File: src/rtl/core/rfc_pkg.sv
// ----------------------------------------------------------------------------
// Rainflow cycle counter package
// Shared constants, command codes and control structs of the block.
// ----------------------------------------------------------------------------
`default_nettype none

package rfc_pkg;

    localparam int STACK_DEPTH_DEF = 32;
    localparam int SAMPLE_BITS_DEF = 16;
    localparam int MAX_RESULTS     = 64;
    localparam int RES_CNT_W       = $clog2(MAX_RESULTS + 1);

    // Input command, carried on the input tuser bit.
    localparam logic CMD_SAMPLE = 1'b0;
    localparam logic CMD_FLUSH  = 1'b1;

    // Requests from the sequencer to the result buffer.
    typedef struct packed {
        logic put;    // new result enters the hold stage
        logic close;  // item finished, held result goes out with tlast
    } t_ob_req;

    // Result buffer status back to the sequencer.
    typedef struct packed {
        logic slot_ok;   // a put can be taken this cycle
        logic close_ok;  // a close can be taken this cycle
    } t_ob_stat;

endpackage

`default_nettype wire

File: src/rtl/core/rfc_ram.sv
// ----------------------------------------------------------------------------
// Generic RAM
// One write port and one read port with a registered read.
// ----------------------------------------------------------------------------
`default_nettype none

module rfc_ram #(
    parameter int WIDTH = 16,
    parameter int DEPTH = 32,
    localparam int AW   = (DEPTH > 1) ? $clog2(DEPTH) : 1
) (
    input  logic             i_clk,
    input  logic             i_we,
    input  logic [AW-1:0]    i_waddr,
    input  logic [WIDTH-1:0] i_wdata,
    input  logic             i_re,
    input  logic [AW-1:0]    i_raddr,
    output logic [WIDTH-1:0] o_rdata
);

    logic [WIDTH-1:0] r_mem [DEPTH];
    logic [WIDTH-1:0] r_rdata;

    always_ff @(posedge i_clk) begin
        if (i_we) begin
            r_mem[i_waddr] <= i_wdata;
        end
        if (i_re) begin
            r_rdata <= r_mem[i_raddr];
        end
    end

    assign o_rdata = r_rdata;

endmodule

`default_nettype wire

File: src/rtl/core/rfc_outbuf.sv
// ----------------------------------------------------------------------------
// Rainflow result buffer
// Holds one result back until the next one or the end of the item is known,
// so that tlast can be set, and drives the output register.
// ----------------------------------------------------------------------------
`default_nettype none

module rfc_outbuf #(
    parameter int SAMPLE_BITS = rfc_pkg::SAMPLE_BITS_DEF,
    localparam int RW         = SAMPLE_BITS + 1,
    localparam int MDW        = ((2 * RW + 7) / 8) * 8
) (
    input  logic                 i_clk,
    input  logic                 i_rst_n,
    input  rfc_pkg::t_ob_req     i_req,
    output rfc_pkg::t_ob_stat    o_stat,
    input  logic [RW-1:0]        i_range,
    input  logic signed [RW-1:0] i_sum,
    input  logic                 i_half,
    input  logic                 i_ovf,
    output logic                 o_valid,
    input  logic                 i_ready,
    output logic [MDW-1:0]       o_data,
    output logic [1:0]           o_user,
    output logic                 o_last
);

    logic                 r_hold_v;
    logic [RW-1:0]        r_hold_rng;
    logic signed [RW-1:0] r_hold_sum;
    logic [1:0]           r_hold_user;
    logic                 r_out_v;
    logic [RW-1:0]        r_out_rng;
    logic signed [RW-1:0] r_out_sum;
    logic [1:0]           r_out_user;
    logic                 r_out_last;
    logic                 out_free;
    logic                 load_out;

    assign out_free        = !r_out_v || i_ready;
    assign o_stat.slot_ok  = !r_hold_v || out_free;
    assign o_stat.close_ok = !r_hold_v || out_free;
    // A held result moves out when a newer one arrives or the item closes.
    assign load_out        = r_hold_v && (i_req.put || i_req.close);

    always_ff @(posedge i_clk) begin
        if (!i_rst_n) begin
            r_hold_v <= 1'b0;
            r_out_v  <= 1'b0;
        end else begin
            if (i_req.put) begin
                r_hold_v <= 1'b1;
            end else if (i_req.close) begin
                r_hold_v <= 1'b0;
            end
            if (load_out) begin
                r_out_v <= 1'b1;
            end else if (i_ready) begin
                r_out_v <= 1'b0;
            end
        end
    end

    always_ff @(posedge i_clk) begin
        if (i_req.put) begin
            r_hold_rng  <= i_range;
            r_hold_sum  <= i_sum;
            r_hold_user <= {i_ovf, i_half};
        end
        if (load_out) begin
            r_out_rng  <= r_hold_rng;
            r_out_sum  <= r_hold_sum;
            r_out_user <= r_hold_user;
            r_out_last <= i_req.close;
        end
    end

    assign o_valid = r_out_v;
    assign o_data  = MDW'({r_out_sum, r_out_rng});
    assign o_user  = r_out_user;
    assign o_last  = r_out_last;

endmodule

`default_nettype wire

File: src/rtl/core/rainflow_cycle_counter.sv
// ----------------------------------------------------------------------------
// Rainflow cycle counter
// Four-point rainflow counting over a turning-point stack held in a RAM.
// ----------------------------------------------------------------------------
// Input beats: s_axis_tdata carries a signed sample, s_axis_tuser is the
// command (sample or end of data). Output beats carry one counted cycle:
// range and level sum in m_axis_tdata, half-cycle and overflow flags in
// m_axis_tuser, and tlast on the final result caused by an input beat.
// The min_range register is written through i_cfg_we / i_cfg_wdata.
// One input beat is processed at a time. A sample that adds no turning
// point only passes the after and done steps. A pushed point adds a check
// when the stack then holds four or more points (three RAM reads, the
// differences and the compare), plus an emit for every closed cycle. End
// of data adds a read and an emit per stored pair for the half cycles.
// Results pass the hold stage and the output register of the result buffer.
// Reset (synchronous, active low) empties the stack, clears the flags and
// the register. A stalled receiver stops the sequencer once the result
// buffer is full; the input side then stays not ready.
// ----------------------------------------------------------------------------
`default_nettype none

module rainflow_cycle_counter #(
    parameter int STACK_DEPTH = rfc_pkg::STACK_DEPTH_DEF,
    parameter int SAMPLE_BITS = rfc_pkg::SAMPLE_BITS_DEF,
    localparam int RW         = SAMPLE_BITS + 1,
    localparam int SDW        = ((SAMPLE_BITS + 7) / 8) * 8,
    localparam int MDW        = ((2 * RW + 7) / 8) * 8
) (
    input  logic           i_clk,
    input  logic           i_rst_n,
    input  logic           i_cfg_we,
    input  logic [RW-1:0]  i_cfg_wdata,
    input  logic           s_axis_tvalid,
    output logic           s_axis_tready,
    input  logic [SDW-1:0] s_axis_tdata,   // sample
    input  logic           s_axis_tuser,   // command
    output logic           m_axis_tvalid,
    input  logic           m_axis_tready,
    output logic [MDW-1:0] m_axis_tdata,   // cycle_range, level_sum
    output logic [1:0]     m_axis_tuser,   // is_half, overflow_seen
    output logic           m_axis_tlast
);

    localparam int W  = SAMPLE_BITS;
    localparam int CW = $clog2(STACK_DEPTH + 1);
    localparam int AW = (STACK_DEPTH > 1) ? $clog2(STACK_DEPTH) : 1;
    localparam int NW = rfc_pkg::RES_CNT_W;

    localparam logic [3:0] S_IDLE  = 4'd0;
    localparam logic [3:0] S_CHK   = 4'd1;
    localparam logic [3:0] S_RDA   = 4'd2;
    localparam logic [3:0] S_RDB   = 4'd3;
    localparam logic [3:0] S_RDC   = 4'd4;
    localparam logic [3:0] S_DIF   = 4'd5;
    localparam logic [3:0] S_CMP   = 4'd6;
    localparam logic [3:0] S_AFTER = 4'd7;
    localparam logic [3:0] S_FLR   = 4'd8;
    localparam logic [3:0] S_FLD   = 4'd9;
    localparam logic [3:0] S_FLN   = 4'd10;
    localparam logic [3:0] S_CLR   = 4'd11;
    localparam logic [3:0] S_EMC   = 4'd12;
    localparam logic [3:0] S_EMP   = 4'd13;
    localparam logic [3:0] S_DONE  = 4'd14;

    localparam logic [1:0] SEEN_NONE  = 2'd0;
    localparam logic [1:0] SEEN_ONE   = 2'd1;
    localparam logic [1:0] SEEN_SLOPE = 2'd2;

    function automatic logic [RW-1:0] absdiff(input logic signed [W-1:0] a,
                                              input logic signed [W-1:0] b);
        logic signed [RW-1:0] d;
        d = RW'(a) - RW'(b);
        return d[RW-1] ? RW'(-d) : RW'(d);
    endfunction

    // Control registers
    logic [3:0]           r_state, n_state;
    logic [CW-1:0]        r_cnt, n_cnt;
    logic [1:0]           r_seen, n_seen;
    logic                 r_slope_up, n_slope_up;
    logic                 r_ovf, n_ovf;
    logic                 r_flush, n_flush;
    logic                 r_phase, n_phase;
    logic [NW-1:0]        r_nres, n_nres;
    logic [RW-1:0]        r_min_range;
    logic signed [W-1:0]  r_pending, n_pending;
    // Datapath registers
    logic signed [W-1:0]  r_x1, r_x2, r_x3, r_x4, n_x1, n_x2, n_x3, n_x4;
    logic [RW-1:0]        r_d21, r_d32, r_d43, n_d21, n_d32, n_d43;
    logic signed [W-1:0]  r_ea, r_eb, n_ea, n_eb, r_prev, n_prev;
    logic                 r_half, n_half;
    logic [3:0]           r_ret, n_ret;
    logic [RW-1:0]        r_rng, n_rng;
    logic signed [RW-1:0] r_sum, n_sum;
    logic [CW-1:0]        r_idx, n_idx;

    logic                 ram_we, ram_re;
    logic [AW-1:0]        ram_waddr, ram_raddr;
    logic signed [W-1:0]  ram_wdata, ram_rdata;

    logic                 accept;
    logic signed [W-1:0]  feed_v;
    logic                 feed_up, feed_push;
    logic signed [W-1:0]  feed_val;
    logic                 push_req;
    logic signed [W-1:0]  push_val;

    rfc_pkg::t_ob_req     ob_req;
    rfc_pkg::t_ob_stat    ob_stat;

    assign s_axis_tready = (r_state == S_IDLE);
    assign accept        = s_axis_tvalid && s_axis_tready;

    // End of data feeds a zero sample through the same path.
    assign feed_v    = (s_axis_tuser == rfc_pkg::CMD_SAMPLE) ? $signed(s_axis_tdata[W-1:0])
                                                             : '0;
    assign feed_up   = feed_v > r_pending;
    assign feed_push = (r_seen == SEEN_NONE) ||
                       ((feed_v != r_pending) && (r_seen == SEEN_SLOPE) &&
                        (feed_up != r_slope_up));
    assign feed_val  = (r_seen == SEEN_NONE) ? feed_v : r_pending;

    always_comb begin
        n_state    = r_state;
        n_cnt      = r_cnt;
        n_seen     = r_seen;
        n_slope_up = r_slope_up;
        n_ovf      = r_ovf;
        n_flush    = r_flush;
        n_phase    = r_phase;
        n_nres     = r_nres;
        n_pending  = r_pending;
        n_x1       = r_x1;
        n_x2       = r_x2;
        n_x3       = r_x3;
        n_x4       = r_x4;
        n_d21      = r_d21;
        n_d32      = r_d32;
        n_d43      = r_d43;
        n_ea       = r_ea;
        n_eb       = r_eb;
        n_half     = r_half;
        n_ret      = r_ret;
        n_rng      = r_rng;
        n_sum      = r_sum;
        n_idx      = r_idx;
        n_prev     = r_prev;
        ram_we     = 1'b0;
        ram_waddr  = r_cnt[AW-1:0];
        ram_wdata  = r_x4;
        ram_re     = 1'b0;
        ram_raddr  = r_idx[AW-1:0];
        push_req   = 1'b0;
        push_val   = r_pending;
        ob_req     = '0;

        unique case (r_state)
            S_IDLE: begin
                if (accept) begin
                    n_flush  = (s_axis_tuser == rfc_pkg::CMD_FLUSH);
                    n_phase  = 1'b0;
                    n_nres   = '0;
                    push_req = feed_push;
                    push_val = feed_val;
                    n_state  = S_AFTER;
                    if (r_seen == SEEN_NONE) begin
                        n_pending = feed_v;
                        n_seen    = SEEN_ONE;
                    end else if (feed_v != r_pending) begin
                        n_slope_up = feed_up;
                        n_pending  = feed_v;
                        n_seen     = SEEN_SLOPE;
                    end
                end
            end
            S_CHK: begin
                if (r_cnt >= CW'(4)) begin
                    ram_re    = 1'b1;
                    ram_raddr = AW'(r_cnt - CW'(2));
                    n_state   = S_RDA;
                end else begin
                    n_state = S_AFTER;
                end
            end
            S_RDA: begin
                n_x3      = ram_rdata;
                ram_re    = 1'b1;
                ram_raddr = AW'(r_cnt - CW'(3));
                n_state   = S_RDB;
            end
            S_RDB: begin
                n_x2      = ram_rdata;
                ram_re    = 1'b1;
                ram_raddr = AW'(r_cnt - CW'(4));
                n_state   = S_RDC;
            end
            S_RDC: begin
                n_x1    = ram_rdata;
                n_state = S_DIF;
            end
            S_DIF: begin
                n_d21   = absdiff(r_x2, r_x1);
                n_d32   = absdiff(r_x3, r_x2);
                n_d43   = absdiff(r_x4, r_x3);
                n_state = S_CMP;
            end
            S_CMP: begin
                if ((r_d32 <= r_d21) && (r_d32 <= r_d43)) begin
                    // Inner pair closes: the top point drops into its slot.
                    // Later reads stay below that slot, so no forwarding.
                    ram_we    = 1'b1;
                    ram_waddr = AW'(r_cnt - CW'(3));
                    ram_wdata = r_x4;
                    n_cnt     = r_cnt - CW'(2);
                    n_ea      = r_x2;
                    n_eb      = r_x3;
                    n_half    = 1'b0;
                    n_ret     = S_CHK;
                    n_state   = S_EMC;
                end else begin
                    n_state = S_AFTER;
                end
            end
            S_AFTER: begin
                if (!r_flush) begin
                    n_state = S_DONE;
                end else if (!r_phase) begin
                    n_phase  = 1'b1;
                    n_idx    = '0;
                    push_req = (r_seen == SEEN_SLOPE);
                    push_val = r_pending;
                    n_state  = S_FLR;
                end else begin
                    n_idx   = '0;
                    n_state = S_FLR;
                end
            end
            S_FLR: begin
                if (r_cnt < CW'(2)) begin
                    n_state = S_CLR;
                end else begin
                    ram_re    = 1'b1;
                    ram_raddr = '0;
                    n_state   = S_FLD;
                end
            end
            S_FLD: begin
                n_prev = ram_rdata;
                n_idx  = r_idx + CW'(1);
                if (r_idx == '0) begin
                    ram_re    = 1'b1;
                    ram_raddr = AW'(CW'(1));
                end else begin
                    n_ea    = r_prev;
                    n_eb    = ram_rdata;
                    n_half  = 1'b1;
                    n_ret   = S_FLN;
                    n_state = S_EMC;
                end
            end
            S_FLN: begin
                if (r_idx < r_cnt) begin
                    ram_re    = 1'b1;
                    ram_raddr = r_idx[AW-1:0];
                    n_state   = S_FLD;
                end else begin
                    n_state = S_CLR;
                end
            end
            S_CLR: begin
                n_cnt      = '0;
                n_pending  = '0;
                n_slope_up = 1'b0;
                n_seen     = SEEN_NONE;
                n_ovf      = 1'b0;
                n_state    = S_DONE;
            end
            S_EMC: begin
                n_rng   = absdiff(r_ea, r_eb);
                n_sum   = RW'(r_ea) + RW'(r_eb);
                n_state = S_EMP;
            end
            S_EMP: begin
                if ((r_rng < r_min_range) || (r_nres >= NW'(rfc_pkg::MAX_RESULTS))) begin
                    n_state = r_ret;
                end else if (ob_stat.slot_ok) begin
                    ob_req.put = 1'b1;
                    n_nres     = r_nres + NW'(1);
                    n_state    = r_ret;
                end
            end
            S_DONE: begin
                if (ob_stat.close_ok) begin
                    ob_req.close = 1'b1;
                    n_state      = S_IDLE;
                end
            end
            default: begin
                n_state = S_IDLE;
            end
        endcase

        // Shared stack push; a full stack drops the point and flags it.
        if (push_req) begin
            if (r_cnt < CW'(STACK_DEPTH)) begin
                ram_we    = 1'b1;
                ram_waddr = r_cnt[AW-1:0];
                ram_wdata = push_val;
                n_cnt     = r_cnt + CW'(1);
                n_x4      = push_val;
                n_state   = S_CHK;
            end else begin
                n_ovf = 1'b1;
            end
        end
    end

    always_ff @(posedge i_clk) begin
        if (!i_rst_n) begin
            r_state     <= S_IDLE;
            r_cnt       <= '0;
            r_seen      <= SEEN_NONE;
            r_slope_up  <= 1'b0;
            r_ovf       <= 1'b0;
            r_flush     <= 1'b0;
            r_phase     <= 1'b0;
            r_nres      <= '0;
            r_pending   <= '0;
            r_min_range <= '0;
        end else begin
            r_state    <= n_state;
            r_cnt      <= n_cnt;
            r_seen     <= n_seen;
            r_slope_up <= n_slope_up;
            r_ovf      <= n_ovf;
            r_flush    <= n_flush;
            r_phase    <= n_phase;
            r_nres     <= n_nres;
            r_pending  <= n_pending;
            if (i_cfg_we) begin
                r_min_range <= i_cfg_wdata;
            end
        end
    end

    always_ff @(posedge i_clk) begin
        r_x1   <= n_x1;
        r_x2   <= n_x2;
        r_x3   <= n_x3;
        r_x4   <= n_x4;
        r_d21  <= n_d21;
        r_d32  <= n_d32;
        r_d43  <= n_d43;
        r_ea   <= n_ea;
        r_eb   <= n_eb;
        r_half <= n_half;
        r_ret  <= n_ret;
        r_rng  <= n_rng;
        r_sum  <= n_sum;
        r_idx  <= n_idx;
        r_prev <= n_prev;
    end

    rfc_ram #(
        .WIDTH (W),
        .DEPTH (STACK_DEPTH)
    ) u_stack_ram (
        .i_clk   (i_clk),
        .i_we    (ram_we),
        .i_waddr (ram_waddr),
        .i_wdata (ram_wdata),
        .i_re    (ram_re),
        .i_raddr (ram_raddr),
        .o_rdata (ram_rdata)
    );

    rfc_outbuf #(
        .SAMPLE_BITS (SAMPLE_BITS)
    ) u_outbuf (
        .i_clk   (i_clk),
        .i_rst_n (i_rst_n),
        .i_req   (ob_req),
        .o_stat  (ob_stat),
        .i_range (r_rng),
        .i_sum   (r_sum),
        .i_half  (r_half),
        .i_ovf   (r_ovf),
        .o_valid (m_axis_tvalid),
        .i_ready (m_axis_tready),
        .o_data  (m_axis_tdata),
        .o_user  (m_axis_tuser),
        .o_last  (m_axis_tlast)
    );

endmodule

`default_nettype wire

File: config.mk
export PLATFORM = sky130hd
export DESIGN_NAME = rainflow_cycle_counter
export DESIGN_NICKNAME = d
export VERILOG_FILES = /design/src/rtl/core/rfc_pkg.sv /design/src/rtl/core/rfc_ram.sv /design/src/rtl/core/rfc_outbuf.sv /design/src/rtl/core/rainflow_cycle_counter.sv
export SDC_FILE = /design/constraint.sdc
export NUM_CORES = 1
export LEC_CHECK = 0
export ABC_CLOCK_PERIOD_IN_PS = 5600
export BUFFER_PORTS_ARGS = -buffer_cell sky130_fd_sc_hd__buf_2
export CORE_UTILIZATION = 30
export CTS_CLUSTER_DIAMETER = 150
export DETAILED_ROUTE_END_ITERATION = 6
export GPL_TIMING_DRIVEN = 1
export PLACE_DENSITY = 0.48
export SLEW_MARGIN = 20
export SYNTH_ARGS = -nofsm -noshare
export SYNTH_HDL_FRONTEND = slang
export SYNTH_SLANG_ARGS = --single-unit
File: constraint.sdc
create_clock -name i_clk -period 5.6 [get_ports i_clk]
set_input_delay 1.4 -clock i_clk [delete_from_list [all_inputs] [get_ports i_clk]]
set_output_delay 1.4 -clock i_clk [all_outputs]
set_load 0.05 [all_outputs]
==> Word level (Yosys, flattened, before mapping) <==
Memory sizes are Yosys's and may differ from the RTL's. A register that Yosys moved wholly into a read port is not among the register bits.
Cells that the tools add are included.
{ "totals": {"register_bits": 339, "mem_bits_rw": 512, "inputBits": 39, "out_inout_bits": 45, "memories": 1} }
{ "mem_list": {"columns": ["name", "depth", "word_bits", "rd", "rd_ports_with_merged_regs", "wr", "line", "source"], "rows": [
  ["u_stack_ram.r_mem", 32, 16, 1, 1, 1, "rfc_ram.sv:21", "logic [WIDTH-1:0] r_mem [DEPTH];"]
]} }
{ "classes": {"addsub": 15, "order_cmp": 9, "eq_ne": 26, "n_mux": 94, "reduce_logical": 30} }
{ "op_table": {"columns": ["cell", "n"], "rows": [
  ["$mux W16", 17],
  ["$pmux W16 S2", 3],
  ["$neg A17 Y17", 4],
  ["$sub A16 B16 Y17", 4],
  ["$pmux W4 S15", 1],
  ["$mux W4", 10],
  ["$mux W5", 7],
  ["$le A17 B17 Y1", 2],
  ["$mux W1", 31],
  ["$eq A4 B4 Y1 const B", 7],
  ["$pmux W5 S5", 1],
  ["$mux W6", 4],
  ["$pmux W6 S2", 2],
  ["$mux W7", 3],
  ["$add A16 B16 Y17", 1],
  ["$lt A17 B17 Y1", 1],
  ["$eq A4 B3 Y1 const B", 4],
  ["$gt A16 B16 Y1", 1],
  ["$ne A16 B16 Y1", 1],
  ["$pmux W7 S2", 1],
  ["$reduce_bool A2 Y1", 7],
  ["$add A6 B1 Y6 const B", 2],
  ["$ne A2 B2 Y1 const B", 6],
  ["$mux W2", 5],
  ["other kinds (30)", 49]
]} }

==> Longest topological paths before layout <==
{ "logic_depth": {"depth_word": 10, "ltp_mapped": 16} }

==> Hierarchy <==
Synthesis repeated with hierarchy kept, for this count alone.
{ "hier_totals": {"cells_unflattened": 2999, "hier_area_um2": 39834.5} }
{ "modules_own_cells": {"columns": ["mod", "n_inst", "cells_per_inst", "area_each_um2", "seq_area_each_um2"], "rows": [
  ["rfc_ram", 1, 1143, 20694.8, 15855.2],
  ["rainflow_cycle_counter", 1, 1767, 16812.4, 7086.8],
  ["rfc_outbuf", 1, 89, 2327.2, 2232.1]
]} }

==> Worst setup path after synthesis <==
No wires, ideal clock.
{ "synth_path": {"kind": "in2reg", "start": "in s_axis_tuser", "end": "mem u_stack_ram.r_mem[0][0] (data pin)", "arrival_time_ns": 5.116, "setup_slack_ns": 0.023, "cell_stages": 14, "cell_sequence": "clkbuf_1 > nor2b_1 > ha_1 > nand4_1 > nor4_1 > and2_1 > buf_2 > nor3b_1 > o32a_1 > nor3_2 > a211oi_4 > buf_2 > buf_2 > o21ai_0"} }
{ "synth_via": {"elab_chain_cells": 8, "word_cells_on_any_way": 14, "cone_classes": "order compare (1); eq/ne (2); mux (8); reduce/logical (3)"} }
{ "synth_lines": {"columns": ["element", "line", "source"], "rows": [
  ["start, declared", "rainflow_cycle_counter.sv:36", "input logic s_axis_tuser,"],
  ["$mux W16 (*)", "rainflow_cycle_counter.sv:115", "assign feed_v = (s_axis_tuser == rfc_pkg::CMD_SAMPLE) ? $signed(s_axis_tdata[W-1:0])"],
  ["$gt A16 B16 Y1 or $ne A16 B16 Y1 (tied branches)", "rainflow_cycle_counter.sv:117, rainflow_cycle_counter.sv:119", null],
  ["$ne A1 B1 Y1 or $logic_and A1 B1 Y1 (tied branches)", "rainflow_cycle_counter.sv:120, rainflow_cycle_counter.sv:119", null],
  ["$logic_and A1 B1 Y1", "rainflow_cycle_counter.sv:119", "((feed_v != r_pending) && (r_seen == SEEN_SLOPE) &&"],
  ["$logic_or A1 B1 Y1", "rainflow_cycle_counter.sv:118", "assign feed_push = (r_seen == SEEN_NONE) ||"],
  ["$mux W1", "rainflow_cycle_counter.sv:159", "if (accept) begin"],
  ["$pmux W1 S2", "rainflow_cycle_counter.sv:157", "unique case (r_state)"],
  ["$mux W16 (*)", null, null],
  ["end, declared", "rfc_ram.sv:21", null]
]} }
Every way passes the cells marked *; elsewhere a longest branch is shown, timed or not.

==> Final worst setup path <==
{ "layout_path": {"start": "in s_axis_tuser", "end": "mem u_stack_ram.r_mem[21][9], enable pin"} }
{ "layout_via": {"elab_chain_cells": 10, "word_cells_on_any_way": 13, "cone_classes": "order compare (1); eq/ne (2); mux (7); reduce/logical (3)"} }
{ "layout_lines": {"columns": ["element", "line", "source"], "rows": [
  ["$mux W16 (*)", "rainflow_cycle_counter.sv:115", null],
  ["$gt A16 B16 Y1 or $ne A16 B16 Y1 (tied branches)", "rainflow_cycle_counter.sv:117, rainflow_cycle_counter.sv:119", null],
  ["$ne A1 B1 Y1 or $logic_and A1 B1 Y1 (tied branches)", "rainflow_cycle_counter.sv:120, rainflow_cycle_counter.sv:119", null],
  ["$logic_and A1 B1 Y1 (*)", "rainflow_cycle_counter.sv:119", null],
  ["$logic_or A1 B1 Y1 (*)", "rainflow_cycle_counter.sv:118", null],
  ["$mux W1 (*)", "rainflow_cycle_counter.sv:159", null],
  ["$pmux W1 S2 (*)", "rainflow_cycle_counter.sv:157", null],
  ["$mux W1", "rainflow_cycle_counter.sv:304", "if (push_req) begin"],
  ["$mux W1", "rfc_ram.sv:25", "if (i_we) begin"],
  ["$mux W1 (implied by the code)", "rfc_ram.sv:26", "r_mem[i_waddr] <= i_wdata;"]
]} }
Marks and branches as above.

==> impl_metrics.csv <==
group,metric,value,unit
status,outcome,"finished clean",
synthesis,synth_most_common_cell,"edfxtp_1",
min_path,hold_depth,0,
min_path,worstHoldStart,"r_sum[14]",
synthesis,avgSynthCellArea,12.8,sq um
clocking,cts_made_buffers,91,
finish,area_growth,15.4,%
clocking,cts_tree,"yes",
timing,clock_skew,0.0276,ns
timing,fin_hold_ws,0.409,ns
min_path,hp-class,"flip-flop to flip-flop",
synthesis,yosysUniqueCellTypes,92,
clocking,ctsLongestPathBuffers,3,
place,hpwl,74000,microns
detailed_routing,drt-total-wl,105000,microns
clocking,insertion_delay,0.68,ns
timing,max_freq,192,MHz
synthesis,netlist_area,40600,sq um
synthesis,synthTopCellsByCount,"edfxtp_1 (787), mux2i_1 (227), nand2_1 (209)",
detailed_routing,routedWlPerCell,20.4,microns
clocking,postCtsResizedCells,0,
critical_path,cp_common_cell,"buf_4",
global_route,grt_start_max_net_pins,83,
critical_path,arrival,5.59,ns
timing,worstMarginPinSlew,1.18,ns
synthesis,yosysTopAreaCell,"edfxtp_1",
timing,maxSlewViolCount,0,
synthesis,dominantRegCellSynth,"edfxtp_1",
critical_path,critPathKind,"primary input to flip-flop",
global_route,grt_pass1_wl,157000,microns
clocking,clock-sinks,861,
clocking,path_clk_slew,0.06,ns
critical_path,max_stage_delay,0.75,ns
detailed_routing,avgViaCountPerCell,4.82,
floorplan,rows,134,
place,place_ws,-0.189,ns
detailed_routing,ant_nets,0,
critical_path,start_kind,"primary input",
floorplan,die_h,370,microns
detailed_routing,dr.first_iter.drc_count,1708,
detailed_routing,vias,24786,
timing,slew-limit-headroom,20.7,%
power_and_ir_drop,power_leakage,16.4,nW
clocking,postCtsHoldBufs,0,
floorplan,pin_count,84,
global_route,grt_overflow,0,
critical_path,crit_required,5.97,ns
finish,antennaDiodeCount,0,
job,drv_cap,0,
critical_path,crit_buf_inv,3,
critical_path,crit_fanout,17,
global_route,grt_pass1_vias,24405,
critical_path,rr_endpoint,"u_stack_ram.o_rdata[0]",
timing,rsz0062_at_grt,"no",
critical_path,worstReg2RegStart,"r_cnt[1]",
synthesis,yosys_warnings,0,
floorplan,core,134000,sq um
place,place.port_buffers,77,
place,gp_congestion,0.833,
power_and_ir_drop,p_per_area,573,nW/um^2
timing,period_minus_slack,5.22,ns
floorplan,start_util,30.3,%
clocking,post_cts_buffers,0,
clocking,cts-root-buf,"clkbuf_16",
detailed_routing,firstDrtPassIters,5,
place,place_area,43700,sq um
synthesis,synth_edf_count,787,
finish,fillers,13052,
power_and_ir_drop,ir_drop,0.000406,V
timing,period_share,93.2,%
clocking,h-tree-depth,3,
finish,final_cell_area,46900,sq um
floorplan,die_area,137000,sq um
synthesis,synth_seq_cells,861,
detailed_routing,drc,0,
critical_path,reg2reg_setup_slack,0.71,ns
synthesis,ys_seq_area_share,61.8,%
critical_path,cpLargestDelayFamily,"simple AND/OR/NAND/NOR gates",
timing,hold_viol_final,0,
critical_path,cp_slowest_cell,"nor4_1",
global_route,grtUsageTotal,15.2,%
floorplan,die_w,370,microns
min_path,holdPathEnd,"u_outbuf.r_hold_sum[14]",
global_route,antenna_found_initial,1,
synthesis,async_reset_ff_share,0,%
synthesis,synth_top_area_share,58.2,%
finish,drive_gt1_share,11.5,%
timing,setup_viol_count_final,0,
critical_path,end_kind,"flip-flop",
finish,nets,3512,
timing,layout_setup_ws,0.383,ns
synthesis,synthCells,3166,
critical_path,reg2reg_depth,12,
synthesis,yosys-top-cells-area,"edfxtp_1 (58%), mux2i_1 (5.6%), ha_1 (5.1%)",
critical_path,crit_path_cell_trace,"buf_2, nor2b_1, ha_1, nand4_1, nor4_1, o32a_1, nor3_2, a211oi_4, a31oi_1, buf_4, nor2_1, buf_4",
-- layer usage --
layer / up-vias / wire (microns) / GRT usage (%)
li1: 12127 / - / -
met1: 12115 / 49300 / 20.7
met2: 408 / 49700 / 25.2
met3: 136 / 3540 / 2.37
met4: 0 / 2420 / 3.73
met5: - / 0 / 0
-- report_power, final --
| part | total [W] | internal (W) | switching, W | leakage [nW] |
|---|---|---|---|---|
| Clock | 0.00617 | 0.00359 | 0.00258 | 1.47 |
| Sequential | 0.00935 | 0.00887 | 0.000480 | 7.72 |
| Combinational | 0.0113 | 0.00383 | 0.00752 | 7.22 |
-- area by class of cell --
class                      instances  area, sq um  area share (%)
sequential                       861        25100            53.6
multi-input combinational       1970        14200            30.4
clock buffer                     125         2530            5.39
tap                             1768         2210            4.72
timing repair buffer             188         1530            3.27
inverter                         190          713            1.52
clock inverter                    44          531            1.13
-- flip-flops by register name, indices dropped and copies added (netlist names), 17 cells and up --
name / cells
r_d21: 17
r_d32: 17
r_d43: 17
r_min_range: 17
r_rng: 17
u_outbuf.r_hold_sum: 17
u_outbuf.r_out_sum: 17
u_stack_ram.r_mem: 512
-- through the flow --
stage	instances	util (%)	setup TNS (ns)	total power [W]
2_1_floorplan	3171	-	0	0.0165
3_3_place_gp	4972	32.6	-9.23	0.0208
3_5_place_dp	4974	32.6	-5.41	0.0209
4_1_cts	5143	34.9	0	0.0271
5_1_grt	5146	35.0	0	0.0283
6_report	5146	35.0	0	0.0269
-- logic make-up after synthesis --
kind of cell               count (synthesis)  synth area share, %
AOI/OAI and AO/OA                        673                 11.2
other                                      1              0.00923
adders and majority gates                171                 5.36
DFF                                      861                 61.8
buffers and inverters                    340                 3.83
muxes                                    229                 5.65
xor gates and xnor gates                 129                 2.78
and+or+nand+nor                          762                 9.35
-- worst register-to-register path, cell delays in order, from the launching register on --
cell	delay, ns
dfxtp_1	0.59
inv_1	0.28
ha_1	0.30
a211oi_4	0.33
nand2_1	0.17
and3_1	0.22
o21ai_0	0.35
nand3_4	0.48
buf_4	0.41
a211oi_1	0.19
a211oi_1	0.14
nor4_1	0.96
a31oi_1	0.16
-- worst max-delay path by stage --
| stage | slack (ns) | endpoint | cells past startpoint | start |
|---|---|---|---|---|
| after global routing | 0.20 | u_stack_ram.r_mem[21][13] | 12 | s_axis_tuser |
| after detailed placement | -0.19 | u_stack_ram.r_mem[5][13] | 11 | s_axis_tuser |
| final | 0.38 | u_stack_ram.r_mem[21][9] | 12 | s_axis_tuser |
| after CTS | 0.49 | u_stack_ram.r_mem[21][0] | 12 | s_axis_tuser |
| after global placement | -0.18 | u_stack_ram.r_mem[1][3] | 12 | s_axis_tuser |
| after floorplan | 0.02 | u_stack_ram.r_mem[0][0] | 14 | s_axis_tuser |
-- cell usage in the layout (no fill, tap or decap), drive strengths merged, types with 28 or more instances in the layout --
master and count:
ha 166, o21ai 116, xor2 40, dfxtp 74, nand3 44, nand2b 28, nand2 209, a211oi 149
clkbuf 125, nor3 41, inv 191, xnor2 89, buf 188, a21oi 172, mux2i 227, nor2 178
a21o 35, nor4 37, edfxtp 787, nor2b 120, clkinv 32, a31oi 36
Power figures use the tool's default switching activity.
